**src/sv/ggbl_pkg.sv**
```systemverilog
`timescale 1ns / 1ps
`default_nettype none
// ----------------------------------------------------------------------------
// ggbl_pkg
// shared types and constants of the geoid grid bilinear lookup
// ----------------------------------------------------------------------------
package ggbl_pkg;

    // grid shapes per datum
    localparam logic [9:0]  GRID_ROWS   = 10'd721;
    localparam logic [10:0] GRID_COLS   = 11'd1441;
    localparam logic [9:0]  COARSE_ROWS = 10'd361;
    localparam logic [10:0] COARSE_COLS = 11'd721;

    // index of the last post of each grid
    localparam logic [19:0] LAST_POST_GRID   = 20'd1038960;
    localparam logic [19:0] LAST_POST_COARSE = 20'd260280;

    // datum codes; the spare code acts as the 2008 grid
    localparam logic [1:0] DATUM_1984  = 2'd0;
    localparam logic [1:0] DATUM_1996  = 2'd1;
    localparam logic [1:0] DATUM_2008  = 2'd2;
    localparam logic [1:0] DATUM_SPARE = 2'd3;

    // beat kinds on the input stream
    localparam logic MODE_LOAD  = 1'b0;
    localparam logic MODE_QUERY = 1'b1;

    // degrees with 16 fraction bits
    localparam logic signed [25:0] DEG_90  = 26'sd5898240;
    localparam logic signed [25:0] DEG_180 = 26'sd11796480;
    localparam logic signed [25:0] DEG_360 = 26'sd23592960;

    // result status codes
    localparam logic [2:0] ST_OK         = 3'd0;
    localparam logic [2:0] ST_LAT_BAD    = 3'd1;
    localparam logic [2:0] ST_LON_BAD    = 3'd2;
    localparam logic [2:0] ST_NOT_LOADED = 3'd4;

    // grid address width before fitting to the store
    localparam int ADDR_W = 21;

    // result queue
    localparam int FIFO_DEPTH = 8;
    localparam int FIFO_AW    = $clog2(FIFO_DEPTH);
    localparam int FIFO_CW    = $clog2(FIFO_DEPTH + 1);

    typedef struct packed {
        logic                     we;
        logic                     re;
        logic [ADDR_W-1:0]        addr_a;
        logic [ADDR_W-1:0]        addr_b;
        logic signed [15:0]       wdata;
    } t_mem_cmd;

    typedef struct packed {
        logic        valid;
        logic        second;
        logic [2:0]  status;
        logic [16:0] dx;
        logic [16:0] dy;
    } t_tag;

    typedef struct packed {
        logic [2:0]         status;
        logic signed [17:0] height;
    } t_result;

endpackage
`default_nettype wire

```
**src/sv/ggbl_front.sv**
```systemverilog
`timescale 1ns / 1ps
`default_nettype none
// ----------------------------------------------------------------------------
// ggbl_front
// position checks, cell scaling, post addressing and memory issue
// ----------------------------------------------------------------------------
module ggbl_front (
    input  wire logic               i_clk,
    input  wire logic               i_rst_n,
    input  wire logic               i_accept,
    input  wire logic               i_query,
    input  wire logic               i_wr_ok,
    input  wire logic               i_loaded,
    input  wire logic               i_coarse,
    input  wire logic [19:0]        i_post_index,
    input  wire logic signed [15:0] i_post_height,
    input  wire logic signed [24:0] i_latitude,
    input  wire logic signed [24:0] i_longitude,
    output logic                    o_hold,
    output ggbl_pkg::t_mem_cmd      o_cmd,
    output ggbl_pkg::t_tag          o_tag
);
    import ggbl_pkg::*;

    logic signed [25:0] lat_x, lon_x, wl_x, oy_s;
    logic [26:0]        ox_x;
    logic [25:0]        oy_x;
    logic [2:0]         st_x;

    logic [10:0] cols;
    logic [9:0]  rows;

    // stage 1
    logic               r_p1_valid, r_p1_query, r_p1_wr_ok;
    logic [2:0]         r_p1_status;
    logic [26:0]        r_p1_ox;
    logic [25:0]        r_p1_oy;
    logic [19:0]        r_p1_index;
    logic signed [15:0] r_p1_height;

    // stage 2
    logic [10:0] px_x;
    logic [9:0]  py_x;
    logic        px_clamp, py_clamp;
    logic               r_p2_valid, r_p2_query, r_p2_wr_ok;
    logic [2:0]         r_p2_status;
    logic [10:0]        r_p2_px;
    logic [9:0]         r_p2_py;
    logic [16:0]        r_p2_dx, r_p2_dy;
    logic [19:0]        r_p2_index;
    logic signed [15:0] r_p2_height;

    // stage 3
    logic [ADDR_W-1:0]  base_x;
    logic               r_p3_valid, r_p3_query, r_p3_wr_ok;
    logic [2:0]         r_p3_status;
    logic [16:0]        r_p3_dx, r_p3_dy;
    logic [ADDR_W-1:0]  r_p3_a_n, r_p3_a_s;
    logic signed [15:0] r_p3_height;

    // issue stage
    logic               r_m_valid, r_m_query, r_m_wr_ok, r_m_phase;
    logic [2:0]         r_m_status;
    logic [16:0]        r_m_dx, r_m_dy;
    logic [ADDR_W-1:0]  r_m_a_n, r_m_a_s;
    logic signed [15:0] r_m_height;

    assign cols = i_coarse ? COARSE_COLS : GRID_COLS;
    assign rows = i_coarse ? COARSE_ROWS : GRID_ROWS;

    always_comb begin
        lat_x = 26'(i_latitude);
        lon_x = 26'(i_longitude);
        st_x  = ST_OK;
        if (!i_loaded) begin
            st_x = ST_NOT_LOADED;
        end else begin
            if (lat_x < -DEG_90 || lat_x > DEG_90) begin
                st_x = st_x | ST_LAT_BAD;
            end
            if (lon_x < -DEG_180 || lon_x > DEG_180) begin
                st_x = st_x | ST_LON_BAD;
            end
        end
        // west longitudes wrap into 180..360
        wl_x = lon_x[25] ? lon_x + DEG_360 : lon_x;
        ox_x = i_coarse ? {1'b0, wl_x[24:0], 1'b0} : {wl_x[24:0], 2'b00};
        oy_s = DEG_90 - lat_x;
        oy_x = i_coarse ? {1'b0, oy_s[23:0], 1'b0} : {oy_s[23:0], 2'b00};
    end

    assign o_hold = r_m_valid && r_m_query && !r_m_phase;

    always_ff @(posedge i_clk) begin
        if (!i_rst_n) begin
            r_p1_valid <= 1'b0;
        end else if (!o_hold) begin
            r_p1_valid <= i_accept;
        end
    end

    always_ff @(posedge i_clk) begin
        if (!o_hold) begin
            r_p1_query  <= i_query;
            r_p1_wr_ok  <= i_wr_ok;
            r_p1_status <= st_x;
            r_p1_ox     <= ox_x;
            r_p1_oy     <= oy_x;
            r_p1_index  <= i_post_index;
            r_p1_height <= i_post_height;
        end
    end

    // keep the post pair inside the grid at the east and south edges
    always_comb begin
        px_x     = r_p1_ox[26:16];
        py_x     = r_p1_oy[25:16];
        px_clamp = (px_x == cols - 11'd1);
        py_clamp = (py_x == rows - 10'd1);
    end

    always_ff @(posedge i_clk) begin
        if (!i_rst_n) begin
            r_p2_valid <= 1'b0;
        end else if (!o_hold) begin
            r_p2_valid <= r_p1_valid;
        end
    end

    always_ff @(posedge i_clk) begin
        if (!o_hold) begin
            r_p2_query  <= r_p1_query;
            r_p2_wr_ok  <= r_p1_wr_ok;
            r_p2_status <= r_p1_status;
            r_p2_px     <= px_clamp ? px_x - 11'd1 : px_x;
            r_p2_py     <= py_clamp ? py_x - 10'd1 : py_x;
            r_p2_dx     <= {1'b0, r_p1_ox[15:0]} + (px_clamp ? 17'h10000 : 17'h0);
            r_p2_dy     <= {1'b0, r_p1_oy[15:0]} + (py_clamp ? 17'h10000 : 17'h0);
            r_p2_index  <= r_p1_index;
            r_p2_height <= r_p1_height;
        end
    end

    assign base_x = r_p2_py * cols + ADDR_W'(r_p2_px);

    always_ff @(posedge i_clk) begin
        if (!i_rst_n) begin
            r_p3_valid <= 1'b0;
        end else if (!o_hold) begin
            r_p3_valid <= r_p2_valid;
        end
    end

    always_ff @(posedge i_clk) begin
        if (!o_hold) begin
            r_p3_query  <= r_p2_query;
            r_p3_wr_ok  <= r_p2_wr_ok;
            r_p3_status <= r_p2_status;
            r_p3_dx     <= r_p2_dx;
            r_p3_dy     <= r_p2_dy;
            r_p3_a_n    <= r_p2_query ? base_x : ADDR_W'(r_p2_index);
            r_p3_a_s    <= base_x + ADDR_W'(cols);
            r_p3_height <= r_p2_height;
        end
    end

    // a query holds the pipeline here to issue the north pair, then the south pair
    always_ff @(posedge i_clk) begin
        if (!i_rst_n) begin
            r_m_valid <= 1'b0;
            r_m_phase <= 1'b0;
        end else if (o_hold) begin
            r_m_phase <= 1'b1;
        end else begin
            r_m_valid <= r_p3_valid;
            r_m_phase <= 1'b0;
        end
    end

    always_ff @(posedge i_clk) begin
        if (!o_hold) begin
            r_m_query  <= r_p3_query;
            r_m_wr_ok  <= r_p3_wr_ok;
            r_m_status <= r_p3_status;
            r_m_dx     <= r_p3_dx;
            r_m_dy     <= r_p3_dy;
            r_m_a_n    <= r_p3_a_n;
            r_m_a_s    <= r_p3_a_s;
            r_m_height <= r_p3_height;
        end
    end

    always_comb begin
        o_cmd.we     = r_m_valid && !r_m_query && r_m_wr_ok;
        o_cmd.re     = r_m_valid && r_m_query;
        o_cmd.addr_a = r_m_phase ? r_m_a_s : r_m_a_n;
        o_cmd.addr_b = o_cmd.addr_a + ADDR_W'(1);
        o_cmd.wdata  = r_m_height;
        o_tag.valid  = r_m_valid && r_m_query;
        o_tag.second = r_m_phase;
        o_tag.status = r_m_status;
        o_tag.dx     = r_m_dx;
        o_tag.dy     = r_m_dy;
    end

endmodule
`default_nettype wire

```
**config.mk**
```make
export PLATFORM = sky130hd
export DESIGN_NAME = ggbl_front
export DESIGN_NICKNAME = d
export VERILOG_FILES = /design/src/sv/ggbl_pkg.sv /design/src/sv/ggbl_front.sv
export SDC_FILE = /design/constraint.sdc
export NUM_CORES = 1
export LEC_CHECK = 0
export BUFFER_PORTS_ARGS = -buffer_cell sky130_fd_sc_hd__buf_2
export CAP_MARGIN = 20
export CORE_AREA = 2 2 186 188
export DETAILED_ROUTE_END_ITERATION = 16
export DIE_AREA = 0 0 188 190
export GPL_TIMING_DRIVEN = 1
export PLACE_DENSITY = 0.75
export SLEW_MARGIN = 40
export SYNTH_ARGS = -nofsm -noshare
export SYNTH_HDL_FRONTEND = slang
export SYNTH_SLANG_ARGS = --single-unit
```
**constraint.sdc**
```tcl
create_clock -name i_clk -period 9.1 [get_ports i_clk]
set_input_delay 1.82 -clock i_clk [delete_from_list [all_inputs] [get_ports i_clk]]
set_output_delay 1.82 -clock i_clk [all_outputs]
set_load 0.01 [all_outputs]
```
# --- Word-level counts from Yosys, hierarchy flattened ---
# Index checks and enable logic that the tools add are counted.
totals:
  register_bits: 389
  inputBits: 93
  out_inout_bits: 100
op_classes:
  addsub: 11
  mul: 1
  n_lt_le_gt_ge: 4
  eq_ne: 2
  mux: 14
  n_reduce_logical: 8
op_table:
  columns: ["operator", "count"]
  rows:
  - ["$mux 25", 2]
  - ["$add 21x11->21", 2]
  - ["$add 16x17->17", 2]
  - ["$mux 17", 2]
  - ["$mux 26", 1]
  - ["$add 25x25->25 const B", 1]
  - ["$gt 25x24->1 const B", 1]
  - ["$gt 25x25->1 const B", 1]
  - ["$lt 25x24->1 const B", 1]
  - ["$lt 25x25->1 const B", 1]
  - ["$sub 24x24->24 const A", 1]
  - ["$mux 11", 2]
  - ["$sub 11x1->11 const B", 2]
  - ["$add 21x1->21 const B", 1]
  - ["$mul 10x11->21", 1]
  - ["$mux 21", 1]
  - ["$mux 10", 2]
  - ["$mux 20", 1]
  - ["$sub 10x1->10 const B", 2]
  - ["$eq 11x11->1", 1]
  - ["$eq 10x10->1", 1]
  - ["$logic_and 1x1->1", 4]
  - ["$logic_not 1->1", 2]
  - ["$logic_or 1x1->1", 2]
  - ["other kinds (2)", 3]

# --- Longest topological paths before layout ---
# Gate-level depths: netlist (run 1).
logic_depth:
  depth_word: 5
  mapped_depth: 26
  depth_no_buf: 23

# --- Worst setup path before layout (run 1) ---
# OpenSTA, ideal clock, no wires.
synth_path:
  kind: "reg-to-reg"
  start: "reg r_m_phase"
  end: "reg r_m_a_n[0], enable pin"
  setup_ps: 724
  t_arrival_ps: 8355
  path_slack_ps: 21
  path_stages_with_launch: 7
  period_less_slack_ps: 9079
  path_cell_list: "dfxtp_1 > buf_2 > buf_2 > buf_4 > nor2b_1 > clkbuf_1 > inv_1"
synth_between:
  elab_chain_cells: 2
synth_lines:
  columns: ["item", "line_no", "source"]
  rows:
  - ["start: declaration", "ggbl_front.sv:62", "logic r_m_valid, r_m_query, r_m_wr_ok, r_m_phase;"]
  - ["start signal: assignment", "ggbl_front.sv:171", "r_m_phase <= 1'b0;"]
  - ["start signal: assignment", "ggbl_front.sv:173", "r_m_phase <= 1'b1;"]
  - ["start signal: assignment", "ggbl_front.sv:176", "r_m_phase <= 1'b0;"]
  - ["$logic_not 1->1", "ggbl_front.sv:92", "assign o_hold = r_m_valid && r_m_query && !r_m_phase;"]
  - ["$logic_and 1x1->1", "ggbl_front.sv:92", null]
  - ["named net o_hold", "ggbl_front.sv:19", "output logic o_hold,"]
  - ["end signal: assignment", "ggbl_front.sv:187", "r_m_a_n <= r_p3_a_n;"]
  - ["end: declaration", "ggbl_front.sv:65", "logic [ADDR_W-1:0] r_m_a_n, r_m_a_s;"]
# The timed path passes the listed nets, and every way through them passes these cells.
# A chain may end at the register's enable or synchronous reset.

# --- Worst setup path after layout (run 1) ---
layout_path:
  start: "in i_coarse"
  end: "reg r_p3_a_s[19] (data pin)"
layout_between:
  elab_chain_cells: 4
layout_lines:
  columns: ["item", "line_no", "source"]
  rows:
  - ["start: declaration", "ggbl_front.sv:14", "input wire logic i_coarse,"]
  - ["$mux 11 (*)", "ggbl_front.sv:68", "assign cols = i_coarse ? COARSE_COLS : GRID_COLS;"]
  - ["$mul 10x11->21", "ggbl_front.sv:144", "assign base_x = r_p2_py * cols + ADDR_W'(r_p2_px);"]
  - ["$add 21x11->21", "ggbl_front.sv:144", null]
  - ["$add 21x11->21 (*)", "ggbl_front.sv:162", "r_p3_a_s <= base_x + ADDR_W'(cols);"]
  - ["end signal: assignment", "ggbl_front.sv:162", null]
  - ["end: declaration", "ggbl_front.sv:58", "logic [ADDR_W-1:0] r_p3_a_n, r_p3_a_s;"]
# Mark *: on every way between the ends. The rest lies on a longest branch, timed or not.

==> impl_results.md, run 1 <==
* Largest vdd supply drop at 297.1 µV
* Vias in the first global route at 9410
* WL per Instance at 15.08 µm
* CP Launch Type: primary input
* Initial antenna violation count at 0
* Deepest clock path buffer count at 3
* RSZ-0062 raised after global routing: no
* Total CTS buffers at 40
* Register area at 11390 µm²
* Post-Synthesis Cells at 1206
* Status: finished, final reports clean
* First-pass GRT wire length at 46130 µm
* Vias after detailed routing at 9640
* Crit Path Class: in2reg
* Cts hold-fix bufs at 0
* Largest net degree at the start of global routing at 135
* Rows at 68
* Post-synth EDFFs at 376
* Top post-synthesis cells by area: edfxtp_1 64%, ha_1 5.9%, fa_1 4.7%
* Leading area contributor after synthesis: edfxtp_1
* Final ANT Viol Nets at 0
* Die width at 188 µm
* Most frequent cells after synthesis: 376 x edfxtp_1, 105 x inv_1, 83 x ha_1, 69 x nand2_1, 55 x mux2_2
* Final nets at 1620
* WL final at 28480 µm
* Root buf cell: clkbuf_16
* Design Power at 0.006983 W
* Static leakage at 8.367 nW
* Unique masters post-synth at 76
* Area growth syn-to-layout at 15.95%
* Post-synthesis sequential area ratio at 64.79%
* Sw Ratio at 33.71%
* Synth top area share at 64.22%
* Async set or reset register ratio after synthesis at 0%
* Synth warn at 0
* Die ar. at 35720 µm²
* Grt ovf at 0
* Combinational share of power at 40.1%
* Cell Area, Placed at 18980 µm²
* P_sw at 0.002354 W
* Clk pwr share at 23.7%
* Hold Crit Class: reg2reg
* Worst-path clk slew at 0.06 ns
* Int Pwr at 0.004629 W
* Die H at 190 µm
* Design Area, Final at 20380 µm²
* Diodes inserted at 0
* Max-cap viol count at 0
* Final setup vio count at 0
* TNS Setup at 0 ns
* Final design utilization at 60.05%
* PwrDens at 342.6 nW/µm²
* Worst Tran Pin Value at 0.7647 ns
* Final hold vios at 0
* Min Tclk post-route at 7.088 ns
* CTS tree: done
* Part of the power in registers at 36.2%
* Fin Clk Skew at 0.02115 ns
* I/O Pins at 193
* Port bufs at 190
* Post-CTS setup buffers at 0
* Max H-tree Level at 2
* Multi-input logic area at 5604 µm²
* DR pass1 iterations at 7
* Crit end category: flop
* Syn Area/Cell at 14.58 µm²
* Worst-skew pair later-pin latency at 0.55 ns
* 1st-iter DRT viols at 480
* Count leader, synth: edfxtp_1
* DP HPWL at 19960 µm
* Initial Util at 51.79%
* Total GRT Usage at 15.94%
* Fill cells at 2621
* Number of cells upsized or downsized after cts at 0
* Max Freq at 0.1411 GHz
* Pins Over Slew Limit at 0
* Clk sink count at 381
* Relative slew slack at 49.02%
* Layout cell share with drive strength beyond 1 at 23.57%
* Worst EP required at 9.37 ns
* Vias per Instance at 5.103
* Final worst path period share at 77.89%
* Most used flip-flop cell after synthesis: edfxtp_1
* Worst EP arrival at 7.36 ns
* Critical path fanouts, max at 59
* Syn Std Cell Area at 17580 µm²
* Synthesized flop and latch total at 381
* CORE AREA at 33950 µm²
* Gpl congestion at 0.8312
* Residual DRC count at 0
-- through the flow --
step,hold slack [ns],instances,setup slack (ns)
3_3_place_gp,0.4004,1815,1.610
5_1_grt,0.4115,1889,1.650
3_5_place_dp,0.4045,1816,1.491
2_1_floorplan,0.4003,1212,0.02132
4_1_cts,0.4092,1889,2.045
6_report,0.4121,1889,2.012
-- area by class of cell --
cell class | count | share of cell area [%]
clock buffer | 50 | 5.346
inverter | 106 | 2.013
clock inverter | 23 | 1.467
multi-input combinational | 677 | 27.49
timing repair buffer | 197 | 5.009
tap | 455 | 2.793
sequential | 381 | 55.88
-- power groups by stage --
stage	Sequential (W)	Clock (W)	Combinational (W)
after global placement	0.00255	0	0.00271
after CTS	0.00253	0.00170	0.00281
final	0.00252	0.00166	0.00280
after detailed placement	0.00256	0	0.00278
after floorplan	0.00254	0	0.00217
after global routing	0.00255	0.00177	0.00317
-- flip-flops by register name, summed over array words and instances (netlist names), 20 cells and up --
register	flops
r_p1_ox	26
r_p1_index	20
r_m_a_n	21
r_p1_oy	25
r_p3_a_n	21
r_p3_a_s	21
r_p2_index	20
r_m_a_s	21
-- logic make-up after synthesis --
group                    share of synthesized area [%]
multiplexers                                     4.377
adder cells (fa/ha/maj)                          10.58
XOR/XNOR                                         3.736
AND/OR/NAND/NOR                                  7.416
other                                          0.04272
flip-flops                                       64.79
AO/OA/AOI/OAI                                    5.587
buffers and inverters                            3.473
-- worst paths after layout --
kind / startpoint / to / slack, ns / cells past startpoint
max: i_coarse / r_p3_a_s[19]$_DFFE_PN_ / 2.01 / 19
min: r_p3_dy[14]$_DFFE_PN_ / r_m_dy[14]$_DFFE_PN_ / 0.41 / 0
max reg2reg: r_p2_py[2]$_DFFE_PN_ / r_p3_a_s[19]$_DFFE_PN_ / 3.31 / 19
min reg2reg: r_p3_dy[14]$_DFFE_PN_ / r_m_dy[14]$_DFFE_PN_ / 0.41 / 0
-- layer usage --
layer / track usage [%] / up-vias / share of wire (%)
li1: - / 4787 / -
met4: 5.815 / 0 / 2.6
met1: 21.14 / 4577 / 45
met5: 0 / - / 0
met2: 26.38 / 223 / 48
met3: 3.044 / 53 / 4.7
-- cells in the final DEF (no fill, tap or decap), types with 12 or more instances in the layout --
cell       count
xnor2_1       46
nor2b_1       21
edfxtp_1     376
nand2_1       69
o21ai_0       31
xor2_1        29
nand3_1       12
ha_1          83
inv_1        104
buf_2        189
mux2_2        55
mux2i_1       15
nor2_1        51
nor3_1        15
clkbuf_16     41
a21oi_1       47
fa_1          41
-- critical path, stage by stage --
cell and delay, ns:
buf_4 0.52, nor2_1 0.19, ha_1 0.35, xnor2_1 0.22, fa_1 0.47, fa_1 0.47, fa_1 0.54, inv_1 0.05
fa_1 0.52, inv_1 0.04, ha_1 0.38, nand2_1 0.08, o21ai_0 0.31, a31oi_1 0.12, xnor2_1 0.38, and4_1 0.31
nand4_1 0.18, nor3_1 0.29, xor2_1 0.09
Power figures use the tool's default switching activity.
==> run 2: changes to the inputs <==
Settings changed: CORE_AREA 2 2 186 188 to 2 2 182 184, DIE_AREA 0 0 188 190 to 0 0 184 186.
Clock period 9.1 ns to 7.4 ns, I/O delays scaled along.
==> run 2 against run 1 <==
Effect of this change:
- core utilization up 3.0 points
- final cell count shrank 2.3%
- critical path depth is 5 higher
- final area fell by 0.35%
- clock power increased by 20%
- die area shrank 4.2%
- sequential share of layout area rose by 0.20 points
- clock-buffer cell count shrank 3
- first-iteration DRC count up 20%
==> impl_results.md, run 2 (synthesis results as in run 1) <==
* DR pass1 iterations at 5
* Fin Clk Skew at 0.01366 ns
* Critical path fanouts, max at 39
* WL per Instance at 15.71 µm
* Worst Tran Pin Value at 0.7317 ns
* First-pass GRT wire length at 45910 µm
* Combinational share of power at 40.5%
* Final ANT Viol Nets at 0
* Most flop-heavy register: r_p1_ox
* Pins Over Slew Limit at 0
* Initial antenna violation count at 0
* Max H-tree Level at 2
* Clk pwr share at 23.2%
* Layout cell share with drive strength beyond 1 at 23.16%
* Grt ovf at 0
* Residual DRC count at 0
* Largest vdd supply drop at 322.0 µV
* CP Launch Type: primary input
* Max-cap viol count at 0
* Vias per Instance at 5.243
* Final nets at 1623
* Diodes inserted at 0
* Relative slew slack at 51.22%
* Largest registers: r_p1_ox (26), r_p1_oy (25)
* Critical Path Max Stage Delay at 0.52 ns
* Min Tclk post-route at 6.454 ns
* Crit Path Class: in2reg
* Status: finished, final reports clean
* Hold Crit Class: reg2reg
* Total CTS buffers at 41
* Final hold vios at 0
* Clk sink count at 381
* P_sw at 0.002933 W
* Rows at 66
* Crit end category: flop
* Die ar. at 34220 µm²
* Sw Ratio at 34.19%
* Final worst path period share at 87.22%
* RSZ-0062 raised after global routing: no
* Worst EP arrival at 6.72 ns
* CORE AREA at 32210 µm²
* Multi-input logic area at 5602 µm²
* Cts hold-fix bufs at 0
* Area growth syn-to-layout at 15.54%
* Total GRT Usage at 16.77%
* Die width at 184 µm
* WL final at 28990 µm
* Root buf cell: clkbuf_16
* Static leakage at 8.373 nW
* Max Freq at 0.1549 GHz
* Worst EP required at 7.67 ns
* Finished Layout Cells at 1846
* Max reg flops at 26
* Worst-path clk slew at 0.06 ns
* I/O Pins at 193
* Fill cells at 2424
* Part of the power in registers at 36.3%
* Register area at 11390 µm²
* CTS tree: done
* Port bufs at 190
* 1st-iter DRT viols at 577
* Post-CTS setup buffers at 0
* Most frequent cells in the layout: 376 x edfxtp_1, 189 x buf_2, 104 x inv_1
* Deepest clock path buffer count at 3
* Largest net degree at the start of global routing at 138
* Cell Chain, Critical Path: buf_4, buf_4, nand2_1, nand2b_1, ha_1, ha_1, inv_1, fa_1, inv_1, fa_1, inv_1, fa_1, inv_1, ha_1, a21oi_1, o21ai_0, xor2_1, ha_1, or3_1, o21ai_0, a21oi_1, nand2_1, nor3_1, xor2_1
* PwrDens at 422.2 nW/µm²
* Gpl congestion at 0.8683
* Vias after detailed routing at 9678
* Vias in the first global route at 9300
* DP HPWL at 20050 µm
* Commonest non-fill, non-tap cell in the layout: edfxtp_1
* Int Pwr at 0.005644 W
* Number of cells upsized or downsized after cts at 0
* Final setup vio count at 0
* Initial Util at 54.59%
* Die H at 186 µm
* TNS Setup at 0 ns
* Worst-skew pair later-pin latency at 0.53 ns
* Placed Cells at 1770
* Critical-path top delay cell: fa_1
-- run 2: area by class of cell --
type | count | area share, %
flip-flops and latches | 381 | 56.08
clock buffers | 47 | 5.266
repair buffers | 199 | 5.285
inverters | 106 | 1.977
well taps | 408 | 2.513
clock inverters | 28 | 1.306
multi-input cells | 677 | 27.58
-- run 2: per-layer routing --
layer  global-route usage [%]  share of wire (%)
met1                    23.06                 45
met2                    27.85                 48
met3                    2.759                4.6
met4                    4.800                1.9
met5                        0                  0
-- run 2: final timing paths --
path,to,from,cells after the start,slack [ns]
max,r_p3_a_s[20]$_DFFE_PN_,i_coarse,24,0.95
min,r_m_a_s[6]$_DFFE_PN_,r_p3_a_s[6]$_DFFE_PN_,0,0.41
max reg2reg,r_p3_a_s[20]$_DFFE_PN_,r_p2_py[1]$_DFFE_PN_,22,1.61
min reg2reg,r_m_a_s[6]$_DFFE_PN_,r_p3_a_s[6]$_DFFE_PN_,0,0.41
-- run 2: critical path: cells and delay by family --
family | cells | cell delay [ns]
fa+ha+maj | 7 | 2.40
xor+xnor | 2 | 0.34
compound gates | 4 | 0.88
buf+inv | 6 | 0.84
simple gates | 5 | 0.76
-- run 2: metrics by stage --
step	util (%)	setup WS, ns	cell area, µm²	total power (W)	hold WS (ns)
after floorplan	-	0.05039	17610	0.005784	0.4003
after global placement	58.80	0.5857	18940	0.006444	0.4008
after detailed placement	58.83	0.4577	18950	0.006599	0.4045
after CTS	62.98	0.9985	20280	0.008643	0.4138
after global routing	63.07	0.5908	20310	0.009216	0.4192
final	63.07	0.9457	20310	0.008576	0.4142
-- run 2: power by group through the flow --
stage	Sequential [W]	Clock, W	Combinational [W]
after detailed placement	0.00315	0	0.00345
after floorplan	0.00312	0	0.00267
final	0.00311	0.00199	0.00347
after CTS	0.00311	0.00204	0.00349
after global routing	0.00315	0.00213	0.00394
after global placement	0.00313	0	0.00331
==> run 3: changes to the inputs <==
Settings changed: RECOVER_POWER from default to 100.
==> run 3 against run 2 <==
Effect of this change:
- the flow now finishes with violations (max-capacitance violations, max-slew violations)
- clock skew decreased by 0.00056 ns
- worst setup slack got worse by 0.16 ns
- clock-buffer cell count unchanged
- register-to-register slack got worse by 0.05 ns
- combinational power decreased by 1%
- wire length increased by 0.29%
- sequential share of layout area increased by 0.63 points
- global-route usage unchanged
- critical path depth decreased by 4
- maximum frequency decreased by 2.4%
- critical endpoint is now r_p3_a_s[19]$_DFFE_PN_
==> impl_results.md, run 3 (synthesis results as in run 1) <==
* Hold Crit Class: reg2reg
* Vias per Instance at 5.231
* I/O Pins at 193
* Rows at 66
* Final ANT Viol Nets at 0
* Deepest clock path buffer count at 3
* 1st-iter DRT viols at 577
* Crit Path Class: in2reg
* Design Power at 0.008537 W
* Failing checks: max-capacitance violations, max-slew violations
* RSZ-0062 raised after global routing: no
* CP Launch Type: primary input
* Combinational share of power at 40.2%
* Number of cells upsized or downsized after cts at 0
* Area growth syn-to-layout at 14.26%
* Pins Over Slew Limit at 378
* Finished Layout Cells at 1846
* Max-cap viol count at 4
* Most frequent cells in the layout: 376 x edfxtp_1, 104 x inv_1, 100 x buf_2
* Worst EP arrival at 6.88 ns
* Initial Util at 54.59%
* Status: complete, but fails checks
* PwrDens at 425.0 nW/µm²
* Gpl congestion at 0.8683
* Root buf cell: clkbuf_16
* Most flop-heavy register: r_p1_ox
* CORE AREA at 32210 µm²
* Total GRT Usage at 16.77%
* DP HPWL at 20050 µm
* Final hold vios at 0
* Max Freq at 0.1512 GHz
* DR pass1 iterations at 7
* Cts hold-fix bufs at 0
* Residual DRC count at 0
* Register area at 11390 µm²
* WL final at 29080 µm
* Post-CTS setup buffers at 0
* Worst-skew pair later-pin latency at 0.53 ns
* Grt ovf at 0
* Port bufs at 190
* Die ar. at 34220 µm²
* Die H at 186 µm
* P_sw at 0.002932 W
* Final worst path period share at 89.35%
* Static leakage at 8.038 nW
* Multi-input logic area at 5563 µm²
* Largest net degree at the start of global routing at 138
* Fin worst setup slack at 0.7881 ns
* Largest registers: r_p1_ox (26), r_p1_oy (25)
* Worst-path clk slew at 0.06 ns
* TNS Setup at 0 ns
* Critical path fanouts, max at 39
* Sw Ratio at 34.35%
* Vias in the first global route at 9300
* Min Tclk post-route at 6.612 ns
* Int Pwr at 0.005605 W
* Worst EP required at 7.66 ns
* Fin Clk Skew at 0.01311 ns
* Worst Tran Pin Value at 3.707 ns
* Initial antenna violation count at 0
* Fill cells at 2477
* Crit end category: flop
* Largest vdd supply drop at 319.5 µV
* Max H-tree Level at 2
* Vias after detailed routing at 9656
* Die width at 184 µm
* CTS tree: done
* Final nets at 1623
* Part of the power in registers at 36.5%
* Clk pwr share at 23.3%
* Layout cell share with drive strength beyond 1 at 15.58%
* Clk sink count at 381
* Max reg flops at 26
* Relative slew slack at -147.1%
* Commonest non-fill, non-tap cell in the layout: edfxtp_1
* Final setup vio count at 0
* Total CTS buffers at 41
* Diodes inserted at 0
* Pre-CTS setup slack at 0.4577 ns
* First-pass GRT wire length at 45910 µm
* WL per Instance at 15.75 µm
* Placed Cells at 1770
-- run 3: path summary, 6_finish.rpt --
path                              start                      to  slack (ns)  depth (start not counted)
hold reg to reg   r_p3_a_s[6]$_DFFE_PN_    r_m_a_s[6]$_DFFE_PN_        0.41                          0
hold / removal    r_p3_a_s[6]$_DFFE_PN_    r_m_a_s[6]$_DFFE_PN_        0.41                          0
setup reg to reg   r_p2_py[1]$_DFFE_PN_  r_p3_a_s[19]$_DFFE_PN_        1.56                         20
setup / recovery               i_coarse  r_p3_a_s[19]$_DFFE_PN_        0.79                         20
-- run 3: layer usage --
metal	wire length, µm	GRT usage (%)	up-vias
met5	0	0	-
met4	568	4.800	0
met1	13190	23.06	4605
met3	1394	2.759	43
met2	13920	27.85	225
li1	-	-	4783
-- run 3: critical path: stages --
cell and delay (ns):
buf_4 0.19, buf_4 0.46, nand2_1 0.14, nand2b_1 0.14, ha_1 0.25, fa_1 0.46
ha_1 0.33, fa_1 0.53, inv_1 0.05, fa_1 0.53, inv_1 0.04, ha_1 0.39
nand2_1 0.07, o21ai_0 0.27, a21oi_1 0.14, o21a_1 0.17, o311ai_0 0.78, nand2_1 0.13
nor3_1 0.22, xor2_1 0.09
-- run 3: power by group through the flow --
stage,logic (W),clock network [W],registers (W)
3_3_place_gp,0.00331,0,0.00313
5_1_grt,0.00390,0.00213,0.00315
3_5_place_dp,0.00345,0,0.00315
4_1_cts,0.00349,0.00204,0.00311
6_report,0.00343,0.00199,0.00311
2_1_floorplan,0.00267,0,0.00312
-- run 3: cell type report --
cell class	count	area share (%)
Clock inverter	28	1.320
Inverter	106	1.987
Clock buffer	47	5.325
Multi-Input combinational cell	677	27.69
Timing Repair Buffer	199	4.429
Sequential cell	381	56.70
Tap cell	408	2.541
-- run 3: through the flow --
| stage | utilization (%) | hold slack, ns | area [µm²] |
|---|---|---|---|
| final | 62.37 | 0.4136 | 20090 |
| after global routing | 62.37 | 0.4192 | 20090 |
| after CTS | 62.98 | 0.4138 | 20280 |
| after detailed placement | 58.83 | 0.4045 | 18950 |
| after global placement | 58.80 | 0.4008 | 18940 |
| after floorplan | - | 0.4003 | 17610 |
